==> src/hdl/shpd_pkg.sv <==
// ----------------------------------------------------------------------------
// shpd_pkg
// Shared types and constants for the sync header packet deframer.
// ----------------------------------------------------------------------------
package shpd_pkg;

    localparam logic [7:0] SYNC_BYTE     = 8'hFF;
    localparam logic [8:0] SYNC_LEN      = 9'd4;
    localparam logic [8:0] PAYLOAD_START = 9'd8;

    // one result item as it travels from the parser to the output register
    typedef struct packed {
        logic [7:0] byte_index;
        logic [7:0] data_byte;
        logic       packet_end;
        logic       checksum_ok;
    } t_result;

endpackage

==> src/hdl/shpd_in_if.sv <==
// ----------------------------------------------------------------------------
// shpd_in_if
// Received byte channel: valid/ready handshake with one byte of payload.
// ----------------------------------------------------------------------------
interface shpd_in_if;

    logic       valid;
    logic       ready;
    logic [7:0] rx_byte;

    modport source (output valid, output rx_byte, input ready);
    modport sink   (input valid, input rx_byte, output ready);

endinterface

==> src/hdl/shpd_out_if.sv <==
// ----------------------------------------------------------------------------
// shpd_out_if
// Captured byte channel: valid/ready handshake with index, byte and flags.
// ----------------------------------------------------------------------------
interface shpd_out_if;

    logic       valid;
    logic       ready;
    logic [7:0] byte_index;
    logic [7:0] data_byte;
    logic       packet_end;
    logic       checksum_ok;

    modport source (
        output valid, output byte_index, output data_byte,
        output packet_end, output checksum_ok, input ready
    );
    modport sink (
        input valid, input byte_index, input data_byte,
        input packet_end, input checksum_ok, output ready
    );

endinterface

==> src/hdl/shpd_parser.sv <==
// ----------------------------------------------------------------------------
// shpd_parser
// Header hunt, control byte capture and payload sum; one byte per transfer.
// ----------------------------------------------------------------------------
module shpd_parser
    import shpd_pkg::*;
#(
    parameter int PACKET_BYTES = 136,
    parameter int CHECK_OFFSET = 5
) (
    input  logic       i_clk,
    input  logic       i_rst_n,
    input  logic       i_take,
    input  logic [7:0] i_byte,
    output logic       o_emit,
    output t_result    o_result
);

    localparam logic [8:0] PktLen   = 9'(PACKET_BYTES);
    localparam logic [8:0] CheckIdx = 9'(CHECK_OFFSET);

    typedef enum logic [1:0] {
        PH_HUNT = 2'd0,
        PH_CTRL = 2'd1,
        PH_DATA = 2'd2
    } t_phase;

    t_phase     r_phase, n_phase;
    logic [8:0] r_count, n_count;
    logic [7:0] r_sum, n_sum;
    logic [7:0] r_check, n_check;

    logic [8:0] count_inc;
    logic [7:0] sum_inc;

    assign count_inc = r_count + 9'd1;
    assign sum_inc   = r_sum + i_byte;

    always_comb begin
        n_phase  = r_phase;
        n_count  = r_count;
        n_sum    = r_sum;
        n_check  = r_check;
        o_emit   = 1'b0;
        o_result = '{byte_index: r_count[7:0], data_byte: i_byte,
                     packet_end: 1'b0, checksum_ok: 1'b0};
        case (r_phase)
            PH_CTRL: begin
                o_emit = 1'b1;
                if (r_count == CheckIdx) begin
                    n_check = i_byte;
                end
                n_count = count_inc;
                if (count_inc >= PAYLOAD_START) begin
                    n_phase = PH_DATA;
                end
            end
            PH_DATA: begin
                o_emit = 1'b1;
                if (count_inc >= PktLen) begin
                    o_result.packet_end  = 1'b1;
                    o_result.checksum_ok = (sum_inc == r_check);
                    n_phase = PH_HUNT;
                    n_count = '0;
                    n_sum   = '0;
                end else begin
                    n_count = count_inc;
                    n_sum   = sum_inc;
                end
            end
            PH_HUNT: begin
                if (i_byte == SYNC_BYTE) begin
                    if (count_inc >= SYNC_LEN) begin
                        n_count = SYNC_LEN;
                        n_phase = PH_CTRL;
                    end else begin
                        n_count = count_inc;
                    end
                end else begin
                    n_count = '0;
                end
            end
            default: begin
                // unreachable phase code: hunt again, restarting the run with the current byte
                n_phase = PH_HUNT;
                n_count = (i_byte == SYNC_BYTE) ? 9'd1 : 9'd0;
            end
        endcase
    end

    always_ff @(posedge i_clk) begin
        if (!i_rst_n) begin
            r_phase <= PH_HUNT;
            r_count <= '0;
            r_sum   <= '0;
            r_check <= '0;
        end else if (i_take) begin
            r_phase <= n_phase;
            r_count <= n_count;
            r_sum   <= n_sum;
            r_check <= n_check;
        end
    end

endmodule

==> src/hdl/shpd_out_reg.sv <==
// ----------------------------------------------------------------------------
// shpd_out_reg
// Result register with valid/ready; loads while empty or being drained.
// ----------------------------------------------------------------------------
module shpd_out_reg
    import shpd_pkg::*;
(
    input  logic    i_clk,
    input  logic    i_rst_n,
    input  logic    i_load,
    input  logic    i_emit,
    input  t_result i_result,
    output logic    o_space,
    shpd_out_if.source o_res
);

    logic    r_valid;
    t_result r_result;

    assign o_space = !r_valid || o_res.ready;

    always_ff @(posedge i_clk) begin
        if (!i_rst_n) begin
            r_valid <= 1'b0;
        end else if (o_space) begin
            r_valid <= i_load && i_emit;
        end
    end

    always_ff @(posedge i_clk) begin
        if (o_space && i_load && i_emit) begin
            r_result <= i_result;
        end
    end

    assign o_res.valid       = r_valid;
    assign o_res.byte_index  = r_result.byte_index;
    assign o_res.data_byte   = r_result.data_byte;
    assign o_res.packet_end  = r_result.packet_end;
    assign o_res.checksum_ok = r_result.checksum_ok;

endmodule

==> src/hdl/sync_header_packet_deframer.sv <==
// output: a captured byte is registered once and appears on o_res in the cycle after its input transfer
// throughput: one byte per cycle while o_res is drained; the single result
//   register back-pressures i_rx when it is full and not being taken
// bytes taken while hunting produce no result; control and payload bytes one each
// reset: synchronous active-low i_rst_n returns to header hunt, empties the
//   result register and clears count, sum and kept checksum
// ----------------------------------------------------------------------------
// sync_header_packet_deframer
// Finds a four byte 0xFF header and emits the following packet bytes with
// their index, flagging the last one with the additive checksum result.
// ----------------------------------------------------------------------------
module sync_header_packet_deframer
    import shpd_pkg::*;
#(
    parameter int PACKET_BYTES = 136,
    parameter int CHECK_OFFSET = 5
) (
    input  logic i_clk,
    input  logic i_rst_n,
    shpd_in_if.sink    i_rx,
    shpd_out_if.source o_res
);

    logic    space;
    logic    take;
    logic    emit;
    t_result result;

    assign i_rx.ready = space;
    assign take       = i_rx.valid && space;

    shpd_parser #(
        .PACKET_BYTES (PACKET_BYTES),
        .CHECK_OFFSET (CHECK_OFFSET)
    ) u_parser (
        .i_clk    (i_clk),
        .i_rst_n  (i_rst_n),
        .i_take   (take),
        .i_byte   (i_rx.rx_byte),
        .o_emit   (emit),
        .o_result (result)
    );

    shpd_out_reg u_out (
        .i_clk    (i_clk),
        .i_rst_n  (i_rst_n),
        .i_load   (take),
        .i_emit   (emit),
        .i_result (result),
        .o_space  (space),
        .o_res    (o_res)
    );

endmodule

==> src/flat_wrapper.sv <==
// flat-port wrapper written by rule: the top's interface ports become plain ports
module sync_header_packet_deframer_flat import shpd_pkg::*;
#(
    parameter int PACKET_BYTES = 136,
    parameter int CHECK_OFFSET = 5
)
  (i_clk, i_rst_n, i_rx_valid, i_rx_rx_byte, i_rx_ready, o_res_valid, o_res_byte_index, o_res_data_byte, o_res_packet_end, o_res_checksum_ok, o_res_ready);
  shpd_in_if i_rx_i ();
  shpd_out_if o_res_i ();
  input  logic i_clk;
  input  logic i_rst_n;
  input wire logic [$bits(i_rx_i.valid)-1:0] i_rx_valid;
  input wire logic [$bits(i_rx_i.rx_byte)-1:0] i_rx_rx_byte;
  output wire logic [$bits(i_rx_i.ready)-1:0] i_rx_ready;
  output wire logic [$bits(o_res_i.valid)-1:0] o_res_valid;
  output wire logic [$bits(o_res_i.byte_index)-1:0] o_res_byte_index;
  output wire logic [$bits(o_res_i.data_byte)-1:0] o_res_data_byte;
  output wire logic [$bits(o_res_i.packet_end)-1:0] o_res_packet_end;
  output wire logic [$bits(o_res_i.checksum_ok)-1:0] o_res_checksum_ok;
  input wire logic [$bits(o_res_i.ready)-1:0] o_res_ready;
  assign i_rx_i.valid = i_rx_valid;
  assign i_rx_i.rx_byte = i_rx_rx_byte;
  assign i_rx_ready = i_rx_i.ready;
  assign o_res_valid = o_res_i.valid;
  assign o_res_byte_index = o_res_i.byte_index;
  assign o_res_data_byte = o_res_i.data_byte;
  assign o_res_packet_end = o_res_i.packet_end;
  assign o_res_checksum_ok = o_res_i.checksum_ok;
  assign o_res_i.ready = o_res_ready;
  sync_header_packet_deframer #(.PACKET_BYTES(PACKET_BYTES), .CHECK_OFFSET(CHECK_OFFSET)) u_core (.i_clk(i_clk), .i_rst_n(i_rst_n), .i_rx(i_rx_i), .o_res(o_res_i));
endmodule
==> config.mk <==
export PLATFORM = sky130hd
export DESIGN_NAME = sync_header_packet_deframer_flat
export DESIGN_NICKNAME = d
export VERILOG_FILES = /design/src/hdl/shpd_pkg.sv /design/src/hdl/shpd_in_if.sv /design/src/hdl/shpd_out_if.sv /design/src/hdl/shpd_parser.sv /design/src/hdl/shpd_out_reg.sv /design/src/hdl/sync_header_packet_deframer.sv /design/src/flat_wrapper.sv
export SDC_FILE = /design/constraint.sdc
export NUM_CORES = 1
export LEC_CHECK = 0
export ABC_AREA = 1
export CELL_PAD_IN_SITES_DETAIL_PLACEMENT = 0
export CELL_PAD_IN_SITES_GLOBAL_PLACEMENT = 1
export CORE_MARGIN = 5
export CORE_UTILIZATION = 51
export DETAILED_ROUTE_END_ITERATION = 7
export DONT_BUFFER_PORTS = 1
export PLACE_DENSITY = 0.95
export SYNTH_ARGS = -nofsm -noshare
export SYNTH_HDL_FRONTEND = slang
export SYNTH_HIERARCHICAL = 1
export SYNTH_SLANG_ARGS = --single-unit
==> constraint.sdc <==
create_clock -name i_clk -period 3.27 [get_ports i_clk]
set_input_delay 0.8175 -clock i_clk [delete_from_list [all_inputs] [get_ports i_clk]]
set_output_delay 0.8175 -clock i_clk [all_outputs]
set_load 0.01 [all_outputs]
### Word level (Yosys, flattened, before mapping)

Cells that the tools add are included.
W data, S select, Z words.

| word-level totals | value |
|---|---|
| flip-flop bits (word level) | 46 |
| bits of input ports | 12 |
| output and inout port bits | 20 |

| operators by class | value |
|---|---|
| add/subtract/negate cells | 2 |
| order comparisons | 3 |
| equality and inequality tests | 9 |
| mux-type cells | 13 |
| reduce and logical (&&, ||, !) cells | 12 |

Operators by type and width:

| kind | count |
|---|---|
| $mux W9 | 3 |
| $pmux W9 S3 | 1 |
| $mux W2 | 5 |
| $add A9 B1 Y9 const B | 1 |
| $eq A9 B3 Y1 const B | 1 |
| $ge A9 B3 Y1 const B | 1 |
| $ge A9 B4 Y1 const B | 1 |
| $ge A9 B8 Y1 const B | 1 |
| $add A8 B8 Y8 | 1 |
| $eq A8 B8 Y1 | 1 |
| $eq A8 B8 Y1 const B | 1 |
| $mux W8 | 1 |
| $ne A2 B2 Y1 const B | 4 |
| $pmux W2 S3 | 1 |
| $reduce_and A5 Y1 | 1 |
| $logic_and A1 B1 Y1 | 4 |
| $reduce_and A2 Y1 | 2 |
| $reduce_and A3 Y1 | 1 |
| $eq A2 B1 Y1 const B | 1 |
| $eq A2 B2 Y1 const B | 1 |
| $logic_not A2 Y1 | 1 |
| $mux W1 | 2 |
| $reduce_or A2 Y1 | 1 |
| $logic_not A1 Y1 | 1 |
| $logic_or A1 B1 Y1 | 1 |

### Longest topological paths before layout

Gate-level depths: netlist (run 1).

| logic depth | value |
|---|---|
| depth after elaboration | 5 |
| mapped depth | 14 |

### Hierarchy

The synthesis (run 1) kept the hierarchy.

Modules (own cells, without submodules):

| module | instances | cells each | area an instance (um2) | sequential area each (um2) |
|---|---|---|---|---|
| shpd_parser | 1 | 306 | 2080.7 | 540.5 |
| shpd_out_reg | 1 | 25 | 591.8 | 560.5 |
| sync_header_packet_deframer | 1 | 2 | 7.5 | 0.0 |

### Worst setup path before layout (run 1)

OpenSTA, ideal clock, no wires.

| path | value |
|---|---|
| path kind | in2reg |
| start point | in o_res_ready |
| end point | reg u_core.u_out.r_result, in the netlist u_core/u_out/o_res.byte_index[0], enable pin |
| setup time | 0.399 ns |
| arrival | 2.121 ns |
| path slack | 0.750 ns |
| cell stages on the path | 6 |
| path buffers | 0 |
| cells stage by stage | inv_2 > nand2_2 > nand2_1 > inv_1 > nand2_1 > a21oi_1 |

| on the way | value |
|---|---|
| word-level cells in the longest chain between the ends | 4 |

RTL lines:

| element | line | source |
|---|---|---|
| start: declaration | flat_wrapper.sv:20 | `input wire logic [$bits(o_res_i.ready)-1:0] o_res_ready;` |
| $logic_or A1 B1 Y1 | shpd_out_reg.sv:20 | `assign o_space = !r_valid \|\| o_res.ready;` |
| named net i_rx_ready | flat_wrapper.sv:14 | `output wire logic [$bits(i_rx_i.ready)-1:0] i_rx_ready;` |
| $logic_and A1 B1 Y1 | sync_header_packet_deframer.sv:30 | `assign take = i_rx.valid && space;` |
| named net u_core.take | sync_header_packet_deframer.sv:25 | `logic take;` |
| $logic_and A1 B1 Y1 (2 in a row) | shpd_out_reg.sv:31 | `if (o_space && i_load && i_emit) begin` |
| end signal: assignment | shpd_out_reg.sv:32 | `r_result <= i_result;` |
| end: declaration | shpd_out_reg.sv:18 | `t_result r_result;` |

The timed path passes the listed nets, and every way through them passes these cells.
A chain may end at the register's enable or synchronous reset.

### Final worst setup path (run 1)

| path | value |
|---|---|
| start point | in i_rx_rx_byte[0] |
| end point | reg u_core.u_out.r_result, in the netlist u_core/u_out/o_res.checksum_ok, data pin |

| on the way | value |
|---|---|
| word-level cells in the longest chain between the ends | 2 |

RTL lines:

| element | line | source |
|---|---|---|
| start: declaration | flat_wrapper.sv:13 | `input wire logic [$bits(i_rx_i.rx_byte)-1:0] i_rx_rx_byte;` |
| $add A8 B8 Y8 | shpd_parser.sv:37 | `assign sum_inc = r_sum + i_byte;` |
| $eq A8 B8 Y1 | shpd_parser.sv:62 | `o_result.checksum_ok = (sum_inc == r_check);` |

Every way passes these cells.

==> results of run 1 <==
## report_power, final
group	internal, W	switching, W	total (W)
registers	0.000595	0.00000219	0.000597
logic	0.0000168	0.0000345	0.0000512
clock network	0.000155	0.000209	0.000364
total	0.000766	0.000246	0.00101
## cells in the final DEF (no fill, tap or decap), drive strengths merged
cell      Yosys  routed
a211oi        8       8
a21o          1       1
a21oi        26      26
buf          18       1
clkbuf        2       5
clkinv        0       1
clkinvlp      0       1
dfxtp        28      28
edfxtp       18      18
fa            1       1
ha           14      14
inv          42      43
nand2        79      79
nand2b        2       2
nand3        20      20
nand3b        2       2
nand4        11      11
nor2         41      41
nor3          1       1
nor4          1       1
o211ai        1       1
o21ai         4       4
o21bai        1       1
or2           2       2
xnor2         1       1
xnor3         1       1
xor2          7       7
## cells in the mapped netlist, drive strengths merged, types with 4 or more instances
cell    instances  area, µm²
buf            18        133
a211oi          8       60.1
o21ai           4       20.0
dfxtp          28        561
nand4          11       68.8
xor2            7       61.3
nor2           41        185
edfxtp         18        541
nand3          20        113
a21oi          26        134
ha             14        175
nand2          79        314
inv            42        158
## flip-flops by register name (all words and copies together), names as in the netlist
name	cells
u_core/u_out/o_res.byte_index	8
u_core/u_out/o_res.checksum_ok	1
u_core/u_out/o_res.data_byte	8
u_core/u_out/o_res.packet_end	1
u_core/u_out/o_res.valid	1
u_core/u_parser/r_check	8
u_core/u_parser/r_count	9
u_core/u_parser/r_phase	2
u_core/u_parser/r_sum	8
## routing by layer
metal / track usage (%) / vias up / wire, µm
li1: - / 1047 / -
met1: 22.6 / 886 / 2710
met2: 26.5 / 49 / 2280
met3: 5.10 / 7 / 272
met4: 3.43 / 0 / 46
met5: 0 / - / 0
## kinds of logic (layout without fill, tap and decap cells)
group,count (synthesis),count (layout)
flops,46,46
xor+xnor,9,9
buf+inv,63,51
compound gates,41,41
fa+ha+maj,15,15
simple gates,159,159
## per-stage QoR
| step | cells | hold slack (ps) | utilization [%] |
|---|---|---|---|
| floorplan | 333 | 449 | - |
| global placement | 383 | 457 | 51.5 |
| detailed placement | 383 | 464 | 51.5 |
| CTS | 391 | 479 | 53.3 |
| global route | 391 | 501 | 53.3 |
| finish | 391 | 476 | 53.3 |
## worst max-delay path, cell delays in order
cell and delay (ps):
ha_1 180, inv_1 60, fa_1 400, xor2_1 190, or2_2 280, nand3_1 70, a21oi_1 40, nand2_1 60
nor2_1 40, nand4_1 60, nor2_1 40
## layout make-up
type / count / area [µm²]
clock inverter: 3 / 25.0
sequential: 46 / 1100
tap: 70 / 87.6
timing repair buffer: 1 / 7.51
inverter: 42 / 158
multi-input combinational: 224 / 1270
clock buffer: 5 / 68.8
fill: 507 / 2380
## final timing paths
path	from	endpoint	slack, ps
setup / recovery	i_rx_rx_byte[0]	u_core/u_out/o_res.checksum_ok	1080
hold / removal	u_core/u_parser/r_sum[2]	u_core/u_parser/r_sum[2]	480
setup reg to reg	u_core/u_parser/r_count[0]	u_core/u_parser/r_sum[4]	1200
hold reg to reg	u_core/u_parser/r_sum[2]	u_core/u_parser/r_sum[2]	480
==> metrics.txt, run 1 <==
total wire length=5310 µm; grt ovf=0; Clock Sinks=46; combinational family with the most area after synthesis=simple AND/OR/NAND/NOR gates; ys flop type=dfxtp_1; Seq/Total Area, Yosys=between 40 and 50%; Worst IR Drop VDD=0.193 mV; Antenna Nets Post-Route=0; first-pass GRT wire length=about 8700 µm; largest net degree at the start of global routing=25; simple-gate share of the synthesized area=~28%; crit start category=primary input; slew margin rel.=44.7%; vias in the first global route=approximately 1,800; syn_nets=360; Die X=82.5 µm; Post-Synth Adder-Cell Area=7.28%; Period Utilization, post-route=66.9%; DRT Pass-1 Iters=5; Worst R2R Path Depth=11; CTS Buffer Depth=2; Worst-Margin Slew=829 ps; Tot Pwr=0.00101 W; ys async rst share=0%; cts-stage hold buffer count=0; Final Hold Vio Count=0; synthesized flop and latch total=46; synthesized area=2680 µm²; Design Area, Final=2720 µm²; vias=1,989; Fmax=roughly 460 MHz; Tightest Hold Check Type=flop to flop; fin crit period=around 2200 ps; hold path cells=2; Max-Cap Viols=0; DRT iter0 DRCs=66; setup_tns=0 ps; Power per Cell Area=372 nW/µm²; Nets=~350; Total GRT Usage=16.8%; Post-Syn Area per Cell=8.05 µm²; synthesized instance count=around 330; Final WS setup=1080 ps; Area growth syn-to-layout=1.59%; status=finished clean; height of the die=82.5 µm; buffer count from post-CTS setup fixing=0; Setup crit end kind=flop; antenna violations before repair=0; post-synthesis mux area share=0%; CP Class=primary input to flop; Post-Synth XOR/XNOR Area=between 3 and 4%; Antenna diodes=0; Critical Path AT=between 2000 and 2500 ps; Critical Path RT=~3300 ps; CTS tree=done; Leak=1.15 nW; worst-path fanout max=3; Slew Limit Fails=0; clk_lat worst skew=300 ps; CTS Buf Count=5; post-place instance area=2630 µm²; initial core utilization=between 50 and 60%; RSZ-0062 raised after global routing=false; clk_skew=between 9 and 10 ps; routability cong.=around 0.90; Port Buffers=0; hpwl dp=3870 µm; clk root buf=clkbuf_8; Via density=5.09; setup slack at placement=772 ps; ratio of cells with drive above 1 in the final layout=7.48%; Clk pin slew, worst setup/hold paths=100 ps; count of final setup violators=0; synth unique cells=35; Synth Area in Compound Gates=8.82%; Boundary Pins=32; Row Count=26; total core area=5110 µm²; # DRC=0; die area=roughly 7000 µm²; Yosys warning count=6; PostCTS Resize Cnt=0; htree depth=2; Post-synth EDFFs=18; Wirelength per Cell=13.6 µm
(Power assumes the default switching activity.)
==> run 2: changes to the inputs <==
CORE_UTILIZATION = 42   (was 51)
PLACE_DENSITY = 0.86   (was 0.95)
clock period = 2 ns   (was 3.27 ns; I/O delays follow)
==> metrics.txt, run 2 (synthesis results as in run 1) <==
largest register by flop count=u_core/u_parser/r_count; worst-path fanout max=3; grt ovf=0; commonest non-fill, non-tap cells in the layout=nand2_1 (74), inv_1 (39), nor2_1 (34), a21oi_1 (23), dfxtp_1 (22); initial core utilization=42.7%; WP buf/inv=1; crit-path cells=ha_4 -> inv_2 -> fa_2 -> xor2_2 -> or2_2 -> nand3_1 -> a21oi_1 -> nand2_1 -> nor2_1 -> nand4_1 -> nor2_1; fin crit period=1940 ps; clk root buf=clkbuf_8; # DRC=0; Total GRT Usage=13.2%; setup_tns=0 ps; Cells after DPL=407; RSZ-0062 raised after global routing=true; Period Utilization, post-route=97.2%; total wire length=around 5500 µm; height of the die=89.9 µm; Finished Layout Cells=416; first-pass GRT wire length=roughly 9000 µm; routability cong.=between 0.8 and 0.9; Power per Cell Area=approximately 570 nW/µm²; Setup crit end kind=flop; slowest stage delay, CP=370 ps; crit start category=flop; vias=approximately 2,100; Fmax=514 MHz; number of flip-flops in the largest register=9; DRT Pass-1 Iters=4; Nets=around 370; die area=roughly 8000 µm²; vias in the first global route=1,894; Crit path top cell by count=nor2_1; Critical Path AT=2010 ps; delay-heaviest family, CP=simple AND/OR/NAND/NOR gates; CP Class=flop to flop; clk_skew=approximately 11 ps; most common cell after layout, fill and taps aside=nand2_1; Boundary Pins=32; NetSw=a little under 0.0004 W; Gate power share=6.1%; Tot Pwr=roughly 0.0017 W; hpwl dp=4160 µm; Max-Cap Viols=0; cts-stage hold buffer count=0; Worst-Margin Slew=357 ps; clk_lat worst skew=roughly 300 ps; Seq pwr share=58.2%; CTS tree=done; Wirelength per Cell=13.2 µm; Clk pin slew, worst setup/hold paths=90 ps; internal power=about 0.0013 W; Crit-path slowest cell=fa_2; Slew Limit Fails=0; Via density=4.98; Area growth syn-to-layout=9.76%; Final Hold Vio Count=0; CTS Buf Count=5; status=finished clean; antenna violations before repair=0; largest net degree at the start of global routing=20; sw frac=23.0%; CTS Buffer Depth=2; Critical Path RT=2070 ps; Antenna diodes=0; DRT iter0 DRCs=roughly 110; count of final setup violators=0; Leak=1.25 nW; htree depth=2; Worst IR Drop VDD=0.272 mV; Row Count=29; Tightest Hold Check Type=primary input to flop; Clock Power Share=approximately 36%; Antenna Nets Post-Route=0; Clock Sinks=46; Port Buffers=0; slew margin rel.=around 76%; total core area=6280 µm²; ratio of cells with drive above 1 in the final layout=17.1%; Die X=89.9 µm
## run 2: final timing paths
path,from,endpoint,slack [ps],depth (start not counted)
worst min-delay path,i_rx_rx_byte[5],u_core/u_out/o_res.data_byte[5],290,0
worst max register to register,u_core/u_parser/r_sum[0],u_core/u_out/o_res.checksum_ok,60,11
worst min register to register,u_core/u_parser/r_sum[4],u_core/u_parser/r_sum[4],470,2
worst max-delay path,u_core/u_parser/r_sum[0],u_core/u_out/o_res.checksum_ok,60,11
## run 2: stage by stage
stage | utilization (%) | worst slack [ps] | instance area [µm²] | hold slack, ps
6_report | 46.9 | 55.2 | 2940 | 287
5_1_grt | 46.9 | -57.5 | 2940 | 269
4_1_cts | 46.3 | 39.4 | 2900 | 283
3_5_place_dp | 44.7 | -67.0 | 2810 | 465
3_3_place_gp | 44.7 | -37.3 | 2810 | 457
2_1_floorplan | - | 12.1 | 2700 | 449
## run 2: routing by layer
metal / up-vias / routed length [µm] / share of wire [%] / track usage, %
met5: - / 0 / 0 / 0
met3: 2 / 250 / 4.6 / 2.92
li1: 1084 / - / - / -
met1: 933 / 2720 / 50 / 18.0
met4: 0 / 36 / 0.66 / 3.35
met2: 52 / 2470 / 45 / 21.2
## run 2: layout make-up
class / count / area, µm²
clock inverter: 2 / 12.5
multi-input combinational: 224 / 1320
timing repair buffer: 19 / 168
inverter: 42 / 158
fill: 622 / 3340
clock buffer: 6 / 82.6
sequential: 46 / 1110
tap: 77 / 96.3
## run 2: what timing repair did
item | in CTS | in global routing
setup buffers | 0 | 1
endpoints found under the hold margin | 0 | 0
gates resized for setup | 0 | 13
setup endpoints to repair | 0 | 19
## run 2: worst reg2reg max path: stages, from the launching register on
cell and delay [ps]:
dfxtp_2 350, ha_4 130, inv_2 30, fa_2 370, xor2_2 200, or2_2 270, nand3_1 90, a21oi_1 40
nand2_1 60, nor2_1 40, nand4_1 70, nor2_1 50
## run 2: power groups by stage
stage                     sequential (W)  clock, W  combinational [W]
after floorplan                 0.000997         0          0.0000819
after global placement          0.000996         0          0.0000994
after detailed placement        0.000996         0           0.000101
after CTS                       0.000975  0.000621           0.000101
after global routing            0.000975  0.000656           0.000114
final                           0.000974  0.000599           0.000102
